===== config.mk =====
export PLATFORM = sky130hd
export DESIGN_NAME = buzzer_lockout_reliable_outbox
export DESIGN_NICKNAME = d
export VERILOG_FILES = /design/src/design/blro_pkg.sv /design/src/design/blro_front.sv /design/src/design/blro_back.sv /design/src/design/buzzer_lockout_reliable_outbox.sv
export VERILOG_INCLUDE_DIRS = /design/src /design/src/design
export SDC_FILE = /design/constraint.sdc
export NUM_CORES = 1
export LEC_CHECK = 0
export ABC_AREA = 1
export CAP_MARGIN = 20
export CORE_MARGIN = 8
export CORE_UTILIZATION = 40
export CTS_CLUSTER_DIAMETER = 150
export DETAILED_ROUTE_END_ITERATION = 8
export DONT_BUFFER_PORTS = 1
export GPL_TIMING_DRIVEN = 0
export PLACE_DENSITY_LB_ADDON = 0.15
export SLEW_MARGIN = 20
export SYNTH_ARGS = -nofsm -noshare
export SYNTH_HDL_FRONTEND = slang
export SYNTH_SLANG_ARGS = --single-unit

===== constraint.sdc =====
create_clock -name clk_i -period 6.8 [get_ports clk_i]
set_input_delay 1.7 -clock clk_i [delete_from_list [all_inputs] [get_ports clk_i]]
set_output_delay 1.7 -clock clk_i [all_outputs]
set_load 0.005 [all_outputs]

===== src/design/buzzer_lockout_reliable_outbox_assert.svh =====
// assertion macros for the buzzer lockout outbox design
// used by modules that end with concurrent checks; expects clk_i and rst_ni in scope
`ifndef BUZZER_LOCKOUT_RELIABLE_OUTBOX_ASSERT_SVH
`define BUZZER_LOCKOUT_RELIABLE_OUTBOX_ASSERT_SVH
`ifndef ASSERT_OFF
`define BLRO_ASSERT(lbl, prop) \
  lbl: assert property (@(posedge clk_i) disable iff (!rst_ni) (prop)) \
    else $error("blro check failed");
`define BLRO_ASSERT_NEXT(lbl, pre, post) \
  lbl: assert property (@(posedge clk_i) disable iff (!rst_ni) (pre) |=> (post)) \
    else $error("blro sequence check failed");
`else
`define BLRO_ASSERT(lbl, prop)
`define BLRO_ASSERT_NEXT(lbl, pre, post)
`endif
`endif


===== src/design/blro_pkg.sv =====
// shared types and constants for the buzzer lockout outbox
// no dependencies
package blro_pkg;

  localparam int unsigned OUTBOX_DEPTH_DEF = 8;
  localparam int unsigned CMDQ_DEPTH       = 2;
  localparam int unsigned CMDQ_IW          = $clog2(CMDQ_DEPTH);
  localparam int unsigned CMDQ_CW          = $clog2(CMDQ_DEPTH + 1);

  localparam logic [7:0] TIMEOUT_RESET = 8'd8;

  // request codes on req_type
  localparam logic [2:0] REQ_BUZZ    = 3'd0;
  localparam logic [2:0] REQ_START   = 3'd1;
  localparam logic [2:0] REQ_PING    = 3'd2;
  localparam logic [2:0] REQ_SUB     = 3'd3;
  localparam logic [2:0] REQ_CONFIRM = 3'd4;
  localparam logic [2:0] REQ_LINK    = 3'd5;
  localparam logic [2:0] REQ_COOL    = 3'd6;
  localparam logic [2:0] REQ_TICK    = 3'd7;

  localparam logic [1:0] PLAYER_NONE = 2'd0;
  localparam logic [1:0] PLAYER_ONE  = 2'd1;
  localparam logic [1:0] PLAYER_TWO  = 2'd2;

  // lockout phase
  localparam logic [1:0] PH_WAITING  = 2'd0;
  localparam logic [1:0] PH_ARMED    = 2'd1;
  localparam logic [1:0] PH_RESOLVED = 2'd2;

  // state message codes
  localparam logic [1:0] ST_WAITING = 2'd0;
  localparam logic [1:0] ST_ARMED   = 2'd1;
  localparam logic [1:0] ST_PRESSED = 2'd2;

  typedef enum logic [3:0] {
    EV_BUZZ,
    EV_NOP,
    EV_START,
    EV_PING,
    EV_SUB,
    EV_CONFIRM,
    EV_LINK,
    EV_COOL,
    EV_TICK
  } ev_e;

  typedef struct packed {
    ev_e        kind;
    logic [1:0] player;
    logic       enable;
    logic       link_up;
    logic       tx_ready;
  } cmd_t;

  typedef struct packed {
    logic        btn_msg;
    logic [1:0]  player;
    logic [31:0] seq;
    logic [1:0]  state;
  } msg_t;

  typedef struct packed {
    logic        send_valid;
    logic        send_is_button;
    logic [1:0]  send_player;
    logic [31:0] send_seq;
    logic [1:0]  send_state;
    logic        vibrate;
    logic        ping_flash;
    logic        cooldown_start;
    logic        cooldown_stop;
    logic [1:0]  phase_now;
    logic [1:0]  winner_now;
    logic        delivered_now;
  } res_t;

endpackage


===== src/design/blro_front.sv =====
// front end: accepts events, classifies them and buffers them in a short command queue
// depends on blro_pkg
module blro_front (
  input  logic             clk_i,
  input  logic             rst_ni,
  input  logic             start_i,
  output logic             busy_o,
  input  logic [2:0]       req_type_i,
  input  logic [1:0]       player_i,
  input  logic             enable_i,
  input  logic             link_up_i,
  input  logic             tx_ready_i,
  output logic             cmd_valid_o,
  output blro_pkg::cmd_t   cmd_o,
  input  logic             cmd_take_i
);
  import blro_pkg::*;

  cmd_t               cls;
  cmd_t               cmdq_q [CMDQ_DEPTH];
  logic [CMDQ_IW-1:0] wr_ptr_q, wr_ptr_d;
  logic [CMDQ_IW-1:0] rd_ptr_q, rd_ptr_d;
  logic [CMDQ_CW-1:0] count_q, count_d;
  logic               push, pop;

  // decode request code, buzz from an unknown player becomes a no-op
  always_comb begin
    cls.player   = player_i;
    cls.enable   = enable_i;
    cls.link_up  = link_up_i;
    cls.tx_ready = tx_ready_i;
    unique case (req_type_i)
      REQ_BUZZ:    cls.kind = (player_i == PLAYER_ONE || player_i == PLAYER_TWO) ?
                              EV_BUZZ : EV_NOP;
      REQ_START:   cls.kind = EV_START;
      REQ_PING:    cls.kind = EV_PING;
      REQ_SUB:     cls.kind = EV_SUB;
      REQ_CONFIRM: cls.kind = EV_CONFIRM;
      REQ_LINK:    cls.kind = EV_LINK;
      REQ_COOL:    cls.kind = EV_COOL;
      REQ_TICK:    cls.kind = EV_TICK;
      default:     cls.kind = EV_NOP;
    endcase
  end

  assign busy_o      = (count_q == CMDQ_CW'(CMDQ_DEPTH));
  assign push        = start_i && !busy_o;
  assign cmd_valid_o = (count_q != '0);
  assign pop         = cmd_valid_o && cmd_take_i;
  assign cmd_o       = cmdq_q[rd_ptr_q];

  always_comb begin
    wr_ptr_d = wr_ptr_q;
    rd_ptr_d = rd_ptr_q;
    count_d  = count_q;
    if (push) begin
      wr_ptr_d = (wr_ptr_q == CMDQ_IW'(CMDQ_DEPTH - 1)) ? '0 : wr_ptr_q + 1'b1;
    end
    if (pop) begin
      rd_ptr_d = (rd_ptr_q == CMDQ_IW'(CMDQ_DEPTH - 1)) ? '0 : rd_ptr_q + 1'b1;
    end
    case ({push, pop})
      2'b10:   count_d = count_q + 1'b1;
      2'b01:   count_d = count_q - 1'b1;
      default: count_d = count_q;
    endcase
  end

  always_ff @(posedge clk_i or negedge rst_ni) begin
    if (!rst_ni) begin
      wr_ptr_q <= '0;
      rd_ptr_q <= '0;
      count_q  <= '0;
    end else begin
      wr_ptr_q <= wr_ptr_d;
      rd_ptr_q <= rd_ptr_d;
      count_q  <= count_d;
    end
  end

  always_ff @(posedge clk_i) begin
    if (push) begin
      cmdq_q[wr_ptr_q] <= cls;
    end
  end

endmodule


===== src/design/blro_back.sv =====
// back end: lockout state, circular outbox memory, compaction and transmit decision
// depends on blro_pkg and the assertion macro header
`include "buzzer_lockout_reliable_outbox_assert.svh"

module blro_back #(
  parameter int unsigned DEPTH = blro_pkg::OUTBOX_DEPTH_DEF
) (
  input  logic           clk_i,
  input  logic           rst_ni,
  input  logic           cmd_valid_i,
  input  blro_pkg::cmd_t cmd_i,
  output logic           cmd_take_o,
  input  logic [7:0]     timeout_i,
  output logic           done_o,
  output blro_pkg::res_t res_o
);
  import blro_pkg::*;

  localparam int unsigned IW = (DEPTH > 1) ? $clog2(DEPTH) : 1;
  localparam int unsigned FW = $clog2(DEPTH + 1);
  localparam logic [FW-1:0] FILL_MAX = FW'(DEPTH);
  localparam logic [FW:0]   DEPTH_W  = (FW + 1)'(DEPTH);

  localparam logic [3:0] S_IDLE  = 4'd0;
  localparam logic [3:0] S_EXEC  = 4'd1;
  localparam logic [3:0] S_PUSH2 = 4'd2;
  localparam logic [3:0] S_CRD   = 4'd3;
  localparam logic [3:0] S_CWR   = 4'd4;
  localparam logic [3:0] S_CPUSH = 4'd5;
  localparam logic [3:0] S_SRD   = 4'd6;
  localparam logic [3:0] S_SEND  = 4'd7;

  function automatic logic [IW-1:0] wrap_add(input logic [IW-1:0] a, input logic [FW-1:0] b);
    logic [FW:0] s;
    s = (FW + 1)'(a) + (FW + 1)'(b);
    if (s >= DEPTH_W) s = s - DEPTH_W;
    return s[IW-1:0];
  endfunction

  logic [3:0]    state_q, state_d;
  logic [1:0]    phase_q, phase_d;
  logic [1:0]    winner_q, winner_d;
  logic [31:0]   seq_q, seq_d, seq_inc;
  logic          wconf_q, wconf_d;
  logic          sub_q, sub_d;
  logic          conn_q, conn_d;
  logic          flight_q, flight_d;
  logic [7:0]    age_q, age_d;
  logic [IW-1:0] head_q, head_d;
  logic [FW-1:0] fill_q, fill_d;
  logic [FW-1:0] idx_q, idx_d;
  logic [FW-1:0] kept_q, kept_d;
  logic          vib_q, vib_d;
  logic          flash_q, flash_d;
  logic          cds_q, cds_d;
  logic          cdp_q, cdp_d;
  logic          done_q, done_d;
  cmd_t          cmd_q, cmd_d;
  res_t          res_q, res_d;

  msg_t          mem [DEPTH];
  msg_t          rdata_q;
  logic          we;
  logic [IW-1:0] waddr, raddr, tail;
  msg_t          wdata;
  logic          send_ok;

  assign seq_inc    = seq_q + 32'd1;
  assign tail       = wrap_add(head_q, fill_q);
  assign cmd_take_o = (state_q == S_IDLE);
  assign send_ok    = !flight_q && (fill_q != '0) && conn_q && sub_q && cmd_q.tx_ready;
  assign done_o     = done_q;
  assign res_o      = res_q;

  always_comb begin
    state_d  = state_q;
    phase_d  = phase_q;
    winner_d = winner_q;
    seq_d    = seq_q;
    wconf_d  = wconf_q;
    sub_d    = sub_q;
    conn_d   = conn_q;
    flight_d = flight_q;
    age_d    = age_q;
    head_d   = head_q;
    fill_d   = fill_q;
    idx_d    = idx_q;
    kept_d   = kept_q;
    vib_d    = vib_q;
    flash_d  = flash_q;
    cds_d    = cds_q;
    cdp_d    = cdp_q;
    cmd_d    = cmd_q;
    res_d    = res_q;
    done_d   = 1'b0;
    we       = 1'b0;
    waddr    = tail;
    raddr    = head_q;
    wdata    = '0;

    unique case (state_q)
      S_IDLE: begin
        // head entry is read on the same edge that loads the command
        if (cmd_valid_i) begin
          cmd_d   = cmd_i;
          state_d = S_EXEC;
        end
      end
      S_EXEC: begin
        vib_d   = 1'b0;
        flash_d = 1'b0;
        cds_d   = 1'b0;
        cdp_d   = 1'b0;
        state_d = S_SRD;
        case (cmd_q.kind)
          EV_BUZZ: begin
            if (phase_q == PH_ARMED) begin
              phase_d  = PH_RESOLVED;
              winner_d = cmd_q.player;
              wconf_d  = 1'b0;
              seq_d    = seq_inc;
              cds_d    = 1'b1;
              vib_d    = 1'b1;
              if (fill_q < FILL_MAX) begin
                we            = 1'b1;
                wdata.btn_msg = 1'b1;
                wdata.player  = cmd_q.player;
                wdata.seq     = seq_inc;
                wdata.state   = ST_WAITING;
                fill_d        = fill_q + 1'b1;
              end
              state_d = S_PUSH2;
            end
          end
          EV_START: begin
            cdp_d    = 1'b1;
            vib_d    = 1'b1;
            phase_d  = PH_ARMED;
            winner_d = PLAYER_NONE;
            if (fill_q < FILL_MAX) begin
              we          = 1'b1;
              wdata.state = ST_ARMED;
              fill_d      = fill_q + 1'b1;
            end
          end
          EV_PING: begin
            flash_d = (phase_q == PH_WAITING);
          end
          EV_SUB: begin
            sub_d    = cmd_q.enable;
            flight_d = 1'b0;
            if (cmd_q.enable) begin
              idx_d   = '0;
              kept_d  = '0;
              state_d = (fill_q == '0) ? S_CPUSH : S_CRD;
            end
          end
          EV_CONFIRM: begin
            if (flight_q) begin
              flight_d = 1'b0;
              if (fill_q != '0) begin
                if (rdata_q.btn_msg) wconf_d = 1'b1;
                head_d = (head_q == IW'(DEPTH - 1)) ? '0 : head_q + 1'b1;
                fill_d = fill_q - 1'b1;
              end
            end
          end
          EV_LINK: begin
            conn_d = cmd_q.link_up;
            if (!cmd_q.link_up) begin
              sub_d    = 1'b0;
              flight_d = 1'b0;
            end
          end
          EV_COOL: begin
            phase_d = PH_WAITING;
            if (fill_q < FILL_MAX) begin
              we          = 1'b1;
              wdata.state = ST_WAITING;
              fill_d      = fill_q + 1'b1;
            end
          end
          EV_TICK: begin
            if (flight_q) begin
              if (age_q >= timeout_i) flight_d = 1'b0;
              else                    age_d    = age_q + 8'd1;
            end
          end
          default: begin
          end
        endcase
      end
      S_PUSH2: begin
        // pressed-state message after the button message
        if (fill_q < FILL_MAX) begin
          we          = 1'b1;
          wdata.state = ST_PRESSED;
          fill_d      = fill_q + 1'b1;
        end
        state_d = S_SRD;
      end
      S_CRD: begin
        raddr   = wrap_add(head_q, idx_q);
        state_d = S_CWR;
      end
      S_CWR: begin
        // keep button messages in order, drop state messages
        if (rdata_q.btn_msg) begin
          we     = 1'b1;
          waddr  = wrap_add(head_q, kept_q);
          wdata  = rdata_q;
          kept_d = kept_q + 1'b1;
        end
        idx_d   = idx_q + 1'b1;
        state_d = (idx_q + 1'b1 == fill_q) ? S_CPUSH : S_CRD;
      end
      S_CPUSH: begin
        waddr = wrap_add(head_q, kept_q);
        if (kept_q < FILL_MAX) begin
          we          = 1'b1;
          wdata.state = phase_q;
          fill_d      = kept_q + 1'b1;
        end else begin
          fill_d = kept_q;
        end
        state_d = S_SRD;
      end
      S_SRD: begin
        state_d = S_SEND;
      end
      S_SEND: begin
        res_d                = '0;
        res_d.vibrate        = vib_q;
        res_d.ping_flash     = flash_q;
        res_d.cooldown_start = cds_q;
        res_d.cooldown_stop  = cdp_q;
        res_d.phase_now      = phase_q;
        res_d.winner_now     = winner_q;
        res_d.delivered_now  = wconf_q;
        if (send_ok) begin
          flight_d             = 1'b1;
          age_d                = 8'd0;
          res_d.send_valid     = 1'b1;
          res_d.send_is_button = rdata_q.btn_msg;
          if (rdata_q.btn_msg) begin
            res_d.send_player = rdata_q.player;
            res_d.send_seq    = rdata_q.seq;
          end else begin
            res_d.send_state = rdata_q.state;
          end
        end
        done_d  = 1'b1;
        state_d = S_IDLE;
      end
      default: state_d = S_IDLE;
    endcase
  end

  always_ff @(posedge clk_i or negedge rst_ni) begin
    if (!rst_ni) begin
      state_q  <= S_IDLE;
      phase_q  <= PH_WAITING;
      winner_q <= PLAYER_NONE;
      seq_q    <= '0;
      wconf_q  <= 1'b0;
      sub_q    <= 1'b0;
      conn_q   <= 1'b0;
      flight_q <= 1'b0;
      age_q    <= '0;
      head_q   <= '0;
      fill_q   <= '0;
      idx_q    <= '0;
      kept_q   <= '0;
      vib_q    <= 1'b0;
      flash_q  <= 1'b0;
      cds_q    <= 1'b0;
      cdp_q    <= 1'b0;
      done_q   <= 1'b0;
    end else begin
      state_q  <= state_d;
      phase_q  <= phase_d;
      winner_q <= winner_d;
      seq_q    <= seq_d;
      wconf_q  <= wconf_d;
      sub_q    <= sub_d;
      conn_q   <= conn_d;
      flight_q <= flight_d;
      age_q    <= age_d;
      head_q   <= head_d;
      fill_q   <= fill_d;
      idx_q    <= idx_d;
      kept_q   <= kept_d;
      vib_q    <= vib_d;
      flash_q  <= flash_d;
      cds_q    <= cds_d;
      cdp_q    <= cdp_d;
      done_q   <= done_d;
    end
  end

  always_ff @(posedge clk_i) begin
    cmd_q <= cmd_d;
    res_q <= res_d;
  end

  // outbox memory, one write and one registered read per cycle
  always_ff @(posedge clk_i) begin
    if (we) begin
      mem[waddr] <= wdata;
    end
    rdata_q <= mem[raddr];
  end

  `BLRO_ASSERT(a_fill_bound, fill_q <= FILL_MAX)
  `BLRO_ASSERT(a_kept_behind, (state_q == S_CWR) |-> (kept_q <= idx_q && idx_q < fill_q))
  `BLRO_ASSERT_NEXT(a_send_sets_flight, state_q == S_SEND && send_ok, flight_q && age_q == 8'd0)
  `BLRO_ASSERT_NEXT(a_done_spaced, done_q, !done_q)

endmodule


===== src/design/buzzer_lockout_reliable_outbox.sv =====
// top level of the buzzer first-press lockout with a reliable one-at-a-time outbox
// depends on blro_pkg, blro_front and blro_back
//
// An event is taken when start_i is high and busy_o is low; every event yields exactly one
// result, shown for one cycle with done_o high, and the receiver cannot stall it, so results
// must be captured on the cycle they appear. Events pass through a two-entry command queue,
// so busy_o rises only when two events are still waiting. The back-end sequencer handles one
// event at a time over an outbox memory with one write and one read port: a plain event
// passes from queue to result through execute, head reread, send decision and result
// register; a winning buzz adds a second message write, and a subscribe-enable adds
// compaction, reading each queued message once and rewriting only the button ones. The
// timeout register is written via the always-ready cfg channel; write it only while idle.
module buzzer_lockout_reliable_outbox #(
  parameter int unsigned OUTBOX_DEPTH = blro_pkg::OUTBOX_DEPTH_DEF
) (
  input  logic        clk_i,
  input  logic        rst_ni,
  // event channel
  input  logic        start_i,
  output logic        busy_o,
  input  logic [2:0]  req_type_i,
  input  logic [1:0]  player_i,
  input  logic        enable_i,
  input  logic        link_up_i,
  input  logic        tx_ready_i,
  // timeout register write channel
  input  logic        cfg_valid_i,
  output logic        cfg_ready_o,
  input  logic [7:0]  cfg_data_i,
  // result strobe and fields
  output logic        done_o,
  output logic        send_valid_o,
  output logic        send_is_button_o,
  output logic [1:0]  send_player_o,
  output logic [31:0] send_seq_o,
  output logic [1:0]  send_state_o,
  output logic        vibrate_o,
  output logic        ping_flash_o,
  output logic        cooldown_start_o,
  output logic        cooldown_stop_o,
  output logic [1:0]  phase_now_o,
  output logic [1:0]  winner_now_o,
  output logic        delivered_now_o
);
  import blro_pkg::*;

  logic       cfg_we;
  logic [7:0] timeout_ticks_q;
  cmd_t       cmd;
  logic       cmd_valid;
  logic       cmd_take;
  res_t       res;

  // the register write is always accepted, since cfg_ready_o is tied high
  assign cfg_ready_o = 1'b1;
  assign cfg_we      = cfg_valid_i && cfg_ready_o;

  always_ff @(posedge clk_i or negedge rst_ni) begin
    if (!rst_ni) begin
      timeout_ticks_q <= TIMEOUT_RESET;
    end else if (cfg_we) begin
      timeout_ticks_q <= cfg_data_i;
    end
  end

  // front: accept, classify, queue
  blro_front u_front (
    .clk_i       (clk_i),
    .rst_ni      (rst_ni),
    .start_i     (start_i),
    .busy_o      (busy_o),
    .req_type_i  (req_type_i),
    .player_i    (player_i),
    .enable_i    (enable_i),
    .link_up_i   (link_up_i),
    .tx_ready_i  (tx_ready_i),
    .cmd_valid_o (cmd_valid),
    .cmd_o       (cmd),
    .cmd_take_i  (cmd_take)
  );

  // back: lockout state, outbox, resend timer, transmit decision
  blro_back #(
    .DEPTH (OUTBOX_DEPTH)
  ) u_back (
    .clk_i       (clk_i),
    .rst_ni      (rst_ni),
    .cmd_valid_i (cmd_valid),
    .cmd_i       (cmd),
    .cmd_take_o  (cmd_take),
    .timeout_i   (timeout_ticks_q),
    .done_o      (done_o),
    .res_o       (res)
  );

  // unpack the result transaction onto its ports
  assign send_valid_o     = res.send_valid;
  assign send_is_button_o = res.send_is_button;
  assign send_player_o    = res.send_player;
  assign send_seq_o       = res.send_seq;
  assign send_state_o     = res.send_state;
  assign vibrate_o        = res.vibrate;
  assign ping_flash_o     = res.ping_flash;
  assign cooldown_start_o = res.cooldown_start;
  assign cooldown_stop_o  = res.cooldown_stop;
  assign phase_now_o      = res.phase_now;
  assign winner_now_o     = res.winner_now;
  assign delivered_now_o  = res.delivered_now;

endmodule

==> results of run 1 <==
state kept, by name (all words and copies together) (netlist names), 3 cells and up:
register	cells
u_back.seq_q	32
u_back.mem	296
u_back.cmd_q	9
u_back.state_q	3
u_back.head_q	3
u_back.kept_q	4
u_back.idx_q	4
u_back.age_q	8
u_back.fill_q	4
u_back.res_o	47
u_back.rdata_q	37
timeout_ticks_q	8
u_front.cmdq_q	18
cell families after synthesis:
logic type	share of synthesized area
AOI/OAI and AO/OA	0.03035
xor gates and xnor gates	0.01147
adders and majority gates	0.01458
buffers and inverters	0.09155
DFF	0.6291
muxes	0.005086
other	0.0001694
and+or+nand+nor	0.2177
routing by layer:
metal | wire length [um] | global-route usage | vias up
li1 | - | - | 7642
met1 | 26350 | 0.2441 | 7311
met2 | 27210 | 0.3068 | 372
met3 | 2952 | 0.03098 | 100
met4 | 1367 | 0.05620 | 0
met5 | 0 | 0 | -
power groups by stage:
stage / clock network (mW) / logic [mW] / registers (mW)
2_1_floorplan: 0 / 1.76 / 4.25
3_3_place_gp: 0 / 2.53 / 4.36
3_5_place_dp: 0 / 2.77 / 4.31
4_1_cts: 2.96 / 2.78 / 4.25
5_1_grt: 3.07 / 3.11 / 4.31
6_report: 2.90 / 2.75 / 4.25
layout make-up:
cell class | instances | area share
flip-flops and latches | 490 | 0.5528
multi-input cells | 1367 | 0.2478
inverters | 438 | 0.06524
clock buffers | 75 | 0.06037
well taps | 704 | 0.03495
plain buffers | 77 | 0.01519
repair buffers | 16 | 0.01480
clock inverters | 24 | 0.008887
worst max-delay path: cells and delay by family, from the launching register on:
family / cells / cell delay (ns)
AND/OR/NAND/NOR: 8 / 2.13
buffers and inverters: 3 / 0.52
flip-flops: 1 / 0.45
cell usage in the layout, fill, tap and decap left out, types with 5 or more instances in the layout:
cell type	instances
clkinv_1	11
clkbuf_1	29
buf_2	51
o22ai_1	9
clkbuf_8	7
nand4_1	5
buf_12	9
edfxtp_1	370
o21ai_0	77
xor2_1	20
ha_1	21
dfrtp_1	82
mux2_2	10
inv_2	5
nand2_1	783
xnor2_1	9
inv_1	432
buf_4	8
buf_16	7
nor2_4	10
clkbuf_16	55
o21ai_1	12
nand3_1	237
dfxtp_1	37
a21oi_1	7
nor2_1	128
clkinv_2	5
worst paths after layout:
check                                   from            endpoint  slack (ns)  depth (start not counted)
max                        u_back.state_q[1]   u_back.mem[0][23]        3.38                         11
min                           u_back.flash_q     u_back.res_o[7]        0.45                          0
max reg2reg                u_back.state_q[1]   u_back.mem[0][23]        3.38                         11
min reg2reg                   u_back.flash_q     u_back.res_o[7]        0.45                          0
max in group asynchronous             rst_ni  timeout_ticks_q[3]        5.78                          0
min in group asynchronous             rst_ni       u_back.done_o        0.80                          0
cells in the mapped netlist, drive strengths merged:
cell type / instances
nand4: 6
ha: 21
a31oi: 3
and2: 1
xor2: 20
nor3: 4
nand3b: 1
o211ai: 1
o41ai: 1
clkinv: 1
a21o: 3
nand2: 785
conb: 1
dfstp: 1
clkbuf: 16
o31ai: 1
inv: 437
fa: 3
o21bai: 3
mux2: 10
o21a: 1
buf: 61
o22ai: 9
edfxtp: 370
a21oi: 8
nand3: 238
dfrtp: 82
a22oi: 2
nor2: 141
o21ai: 90
nor3b: 2
xnor2: 9
or2: 3
dfxtp: 37
stage by stage:
step | utilization | std cells | power, mW
3_3_place_gp | 0.4195 | 3076 | 6.890
4_1_cts | 0.4592 | 3191 | 9.999
3_5_place_dp | 0.4274 | 3092 | 7.075
5_1_grt | 0.4592 | 3191 | 10.49
2_1_floorplan | - | 2372 | 6.010
6_report | 0.4592 | 3191 | 9.895
==> impl_results.md, run 1 <==
- Final HPWL DP: about 39000 um
- Largest net degree at the start of global routing: 84
- Seq/Total Area, Yosys: 0.6291
- Vias per cell: 4.834
- Fin Hold WS: 0.4510 ns
- Worst-Skew Late Latency: 0.60 ns
- Final hold vios: 0
- Final net count: around 2500
- 1st-pass router iterations: 5
- First-pass GRT wire length: approximately 90000 um
- Power density cells: between 300 and 400 nW/um2
- #FFs+latches synth: 490
- Setup WS post-layout: between 3 and 4 ns
- Max_cap viols: 0
- FF+latch area: about 14000 um2
- Antenna violations before repair: 1
- Ports: 70
- Worst path cell trace: nor2_1, nand2_1, nor2_1, nor2_1, nand3_1, nand2_1, inv_1, nand2_1, nor2_4, buf_12, buf_16
- Pleak: roughly 11 nW
- Worst vdd ir: 0.2297 mV
- Comb pwr share: 0.278
- WL per Instance: 18.14 um
- Crit share post-route: 0.5031
- Final Setup Violations: 0
- Status: completed
- # rows: 86
- Switching power: 3.353 mW
- Postcts setup bufs: 0
- Ranking of synthesized cells by area: edfxtp_1, nand2_1, dfrtp_1
- DR DRC count: 0
- Clock power share: 0.293
- Overall routing resource usage: 0.1838
- CTS buffer count: 53
- Worst slew pin tran: roughly 1 ns
- Maximum fanout along the worst path: 15
- Synth warn: 0
- DR iter-0 viols: 1166
- GP Congestion: 0.9272
- P&R area growth vs syn: 13.82%
- Sequential power share: 0.429
- CTS tree: done
- CTS sink count: between 400 and 500
- FMAX: 292.3 MHz
- CP max stage cell: nor2_1
- Die area: 63140 um2
- Die height: roughly 250 um
- Mapped Area: approximately 22000 um2
- DR vias: between 15000 and 20000
- Layout cell share with drive strength beyond 1: 0.07600
- Clk_skew: 0.01267 ns
- H-Tree Depth: 2
- Worst Hold Class: reg2reg
- CP peak stage delay: approximately 0.83 ns
- Grt total ovfl: 0
- Mapped Cells: 2372
- CP Launch Type: register
- Filler cells: 5173
- Post-synth top area share: 0.5018
- TNS Setup: 0 ns
- Clock transition at path regs: 0.06 ns
- Worst EP required: 7.10 ns
- Pre-CTS setup slack: around 3.4 ns
- Core ar.: 54880 um2
- Port Buffers: 0
- Crit. End Element: register
- Critical Path AT: 3.72 ns
- Root buf cell: clkbuf_16
- Internal power: 6.542 mW
- Synth area leader: edfxtp_1
- Slew margin rel.: 0.3236
- Starting Density: 0.4035
- Number of nets still failing antenna checks after routing: 0
- RSZ-0062 raised after global routing: false
- Clock buffer depth: 3
- Max Transition Viols Final: 0
- Post-CTS Resized: 0
- Critical path class: reg2reg
- Post-synthesis area per instance: 9.334 um2
- DRT Wirelength: between 50000 and 60000 um
- Antenna diodes: 0
- Synth Net Count: between 2000 and 2500
- Die W: 251.3 um
- Library cells used by synthesis: 45
- Fin crit period: 3.421 ns
- Area of the multi-input gates: 6245 um2
- Final instance area: 25200 um2
- Switching Share: 0.3389
- Area after DPL: 23460 um2
- Hold buffers post-CTS: 0
- Vias in the first global route: 15416
No activity file was read; power rests on OpenSTA's default activity.
==> run 2: changes to the inputs <==
Settings changed: ABC_AREA 1 to 0.
Clock period 6.8 ns to 3.5 ns, I/O delays scaled along.
==> impl_results.md, run 2 <==
- Async SR Flop Fraction: 0.1694 (unchanged)
- Setup WS post-layout: -0.05120 ns (-3.430 ns)
- Worst vdd ir: 0.3793 mV (+65%)
- Layout cell share with drive strength beyond 1: 0.1451 (+0.06912)
- TNS Setup: -0.5259 ns (-0.5259 ns)
- Clk_skew: 0.02527 ns (+0.01261 ns)
- Max reg flops: 296 (unchanged)
- Synth Flop Type: edfxtp_1
- Max_cap viols: 0 (unchanged)
- #FFs+latches synth: 490 (unchanged)
- Final Setup Violations: 17 (+17)
- Clock transition at path regs: 0.06 ns (about the same)
- Number of nets still failing antenna checks after routing: 0 (unchanged)
- Die area: 59380 um2 (-6.0%)
- Synth warn: 0 (unchanged)
- Port Buffers: 0 (unchanged)
- Pleak: 8.687 nW (-23%)
- Worst EP required: 3.78 ns (-3.32 ns)
- Antenna violations before repair: 1 (unchanged)
- Crit Reg-Reg Endpoint: u_back.mem[1][18]
- FF-to-FF path depth: 6 (-5)
- Fin Hold WS: 0.1026 ns (-0.3484 ns)
- Antenna diodes: 0 (unchanged)
- Largest net degree at the start of global routing: 83 (-1.2%)
- Overall routing resource usage: 0.1804 (-0.003432)
- DRT Wirelength: 54270 um (-6.2%)
- Critical path class: reg2reg
- Library cells used by synthesis: 69 (+53%)
- Crit. End Element: register
- WL per Instance: 23.32 um (+29%)
- Starting Density: 0.4042 (+0.0007098)
- CTS sink count: 490 (unchanged)
- Final net count: 1647 (-34%)
- R2R setup slack: -0.05 ns (-3.43 ns)
- Seq/Total Area, Yosys: 0.6718 (+0.04267)
- Commonest non-fill, non-tap cell in the layout: edfxtp_1
- Clock buffer depth: 3 (unchanged)
- GP Congestion: 0.8335 (-10%)
- Final HPWL DP: 36090 um (-7.5%)
- Worst Hold Class: in2async
- Vias per cell: 5.556 (+15%)
- Mapped Area: 20730 um2 (-6.4%)
- CTS tree: done
- Maximum fanout along the worst path: 10 (-5)
- Final hold vios: 0 (unchanged)
- RSZ-0062 raised after global routing: true
- CTS buffer count: 53 (unchanged)
- Post-synthesis area per instance: 13.80 um2 (+48%)
- Reg-to-reg startpoint: u_back.state_q[1]
- CP endpoint: u_back.mem[1][18]
- DR DRC count: 0 (unchanged)
- Core ar.: 51300 um2 (-6.5%)
- Count leader, synth: edfxtp_1
- Pre-CTS setup slack: -0.1452 ns (-3.548 ns)
- DR vias: 12929 (-16%)
- Die W: 243.7 um (-3.0%)
- Most frequent cells in the layout: edfxtp_1, and3_1, a211oi_1, nand2_1, dfrtp_1
- Critical path origin: u_back.state_q[1]
- H-Tree Depth: 2 (unchanged)
- P&R area growth vs syn: 16.05%
- 1st-pass router iterations: 6 (+1)
- Ports: 70 (unchanged)
- Worst slew pin tran: 1.065 ns (+0.05368 ns)
- Slew margin rel.: 0.2903 (-0.03330)
- # rows: 83 (-3.5%)
- Synth Net Count: 1547 (-36%)
- Fin crit period: 3.551 ns (+0.1299 ns)
- Synth area leader: edfxtp_1
- Ranking of synthesized cells by area: edfxtp_1, dfrtp_1, and3_1
- FMAX: 281.6 MHz (-3.7%)
- Status: finished, violations left
- Number of synthesized flops with an enable pin: 370 (unchanged)
- Die height: 243.7 um (-3.0%)
- Worst-Skew Late Latency: 0.61 ns (about the same)
- Failing checks: setup timing
- Mapped Cells: 1503 (-37%)
- Critical Path AT: 3.83 ns (+0.11 ns)
- Biggest register: u_back.mem
- Power density cells: 748.5 nW/um2 (+91%)
- First-pass GRT wire length: 82950 um (-7.7%)
- Synth top cells by count: edfxtp_1, and3_1, a211oi_1
- Grt total ovfl: 0 (unchanged)
- CP Launch Type: register
- Vias in the first global route: 13088 (-15%)
- Max Transition Viols Final: 0 (unchanged)
- Crit share post-route: 1.015 (+0.5115)
- DR iter-0 viols: 1020 (-13%)
- Root buf cell: clkbuf_16
- Post-synth top area share: 0.5358 (+0.03404)
-- run 2: cell types whose count changed after synthesis, sizes merged, moves of 15 or more --
| cell | change |
|---|---|
| clkbuf | +42 |
| nand2 | -681 |
| xnor2 | +39 |
| a211oi | +117 |
| a2111oi | +39 |
| mux2i | +50 |
| nor2 | -95 |
| inv | -414 |
| and3 | +161 |
| xor2 | +15 |
| nand3 | -209 |
| buf | -22 |
| o21ai | -32 |
| nor3 | +23 |
-- run 2: cell families after synthesis --
kind of cell             count (synthesis)  synth area share
AND/OR/NAND/NOR                        449            0.1204
flip-flops                             490            0.6718
other                                    1         0.0001809
buffers and inverters                  120           0.02583
adder cells (fa/ha/maj)                 24           0.01557
multiplexers                            66           0.03301
XOR/XNOR                                83           0.03506
AO/OA/AOI/OAI                          270           0.09818
-- run 2: critical path: stages (launching register included) --
cell and delay, ns:
dfrtp_1 0.49, or3b_2 0.50, clkbuf_1 0.23, nor3b_4 0.51
nand2b_1 0.31, clkbuf_1 0.38, o21ai_0 0.79
-- run 2: metrics by stage --
step,utilization,std cells,power [mW],instance area [um2]
finish,0.4691,2327,18.01,24060
global route,0.4691,2327,18.89,24060
CTS,0.4656,2312,18.16,23890
detailed placement,0.4320,2212,12.64,22160
global placement,0.4216,2183,12.29,21630
floorplan,-,1503,10.86,20780
-- run 2: report_power, final --
part	switching (mW)	leakage (nW)	total, mW	internal, mW
sequential	0.586	4.88	8.23	7.64
clock	2.32	0.825	5.47	3.15
combinational	2.75	2.98	4.32	1.57
-- run 2: timing repair --
| action | 4_1_cts | 5_1_grt |
|---|---|---|
| endpoints found under the setup margin | 81 | 237 |
| setup buffers | 0 | 15 |
| endpoints found under the hold margin | 82 | 0 |
| gates resized for setup | 9 | 25 |
| pin swaps | 0 | 6 |
| hold buffers | 1 | 0 |
-- run 2: routing by layer --
layer | wire length (um) | part of all wire | GRT usage | vias to the layer above
met4 | 1215 | 0.022 | 0.05363 | 0
met3 | 2764 | 0.051 | 0.03063 | 81
met5 | 0 | 0 | 0 | -
met2 | 25730 | 0.47 | 0.2931 | 324
met1 | 24560 | 0.45 | 0.2464 | 6538
li1 | - | - | - | 5986
-- run 2: worst min-delay path by stage --
| stage | start | end | slack, ns |
|---|---|---|---|
| CTS | rst_ni | timeout_ticks_q[3] | 0.07 |
| global placement | u_back.cdp_q | u_back.res_o[5] | 0.43 |
| floorplan | u_back.cdp_q | u_back.res_o[5] | 0.42 |
| global route | rst_ni | timeout_ticks_q[3] | 0.08 |
| finish | rst_ni | timeout_ticks_q[3] | 0.10 |
| detailed placement | u_back.cdp_q | u_back.res_o[5] | 0.44 |
-- run 2: cell type report --
| type | instances | area (um2) |
|---|---|---|
| timing repair buffer | 45 | 621.8 |
| clock buffer | 73 | 1461 |
| sequential | 490 | 13930 |
| buffer | 97 | 449.2 |
| tap | 680 | 850.8 |
| multi-input combinational | 893 | 6434 |
| inverter | 23 | 86.33 |
| fill | 4607 | 27240 |
| clock inverter | 26 | 230.2 |
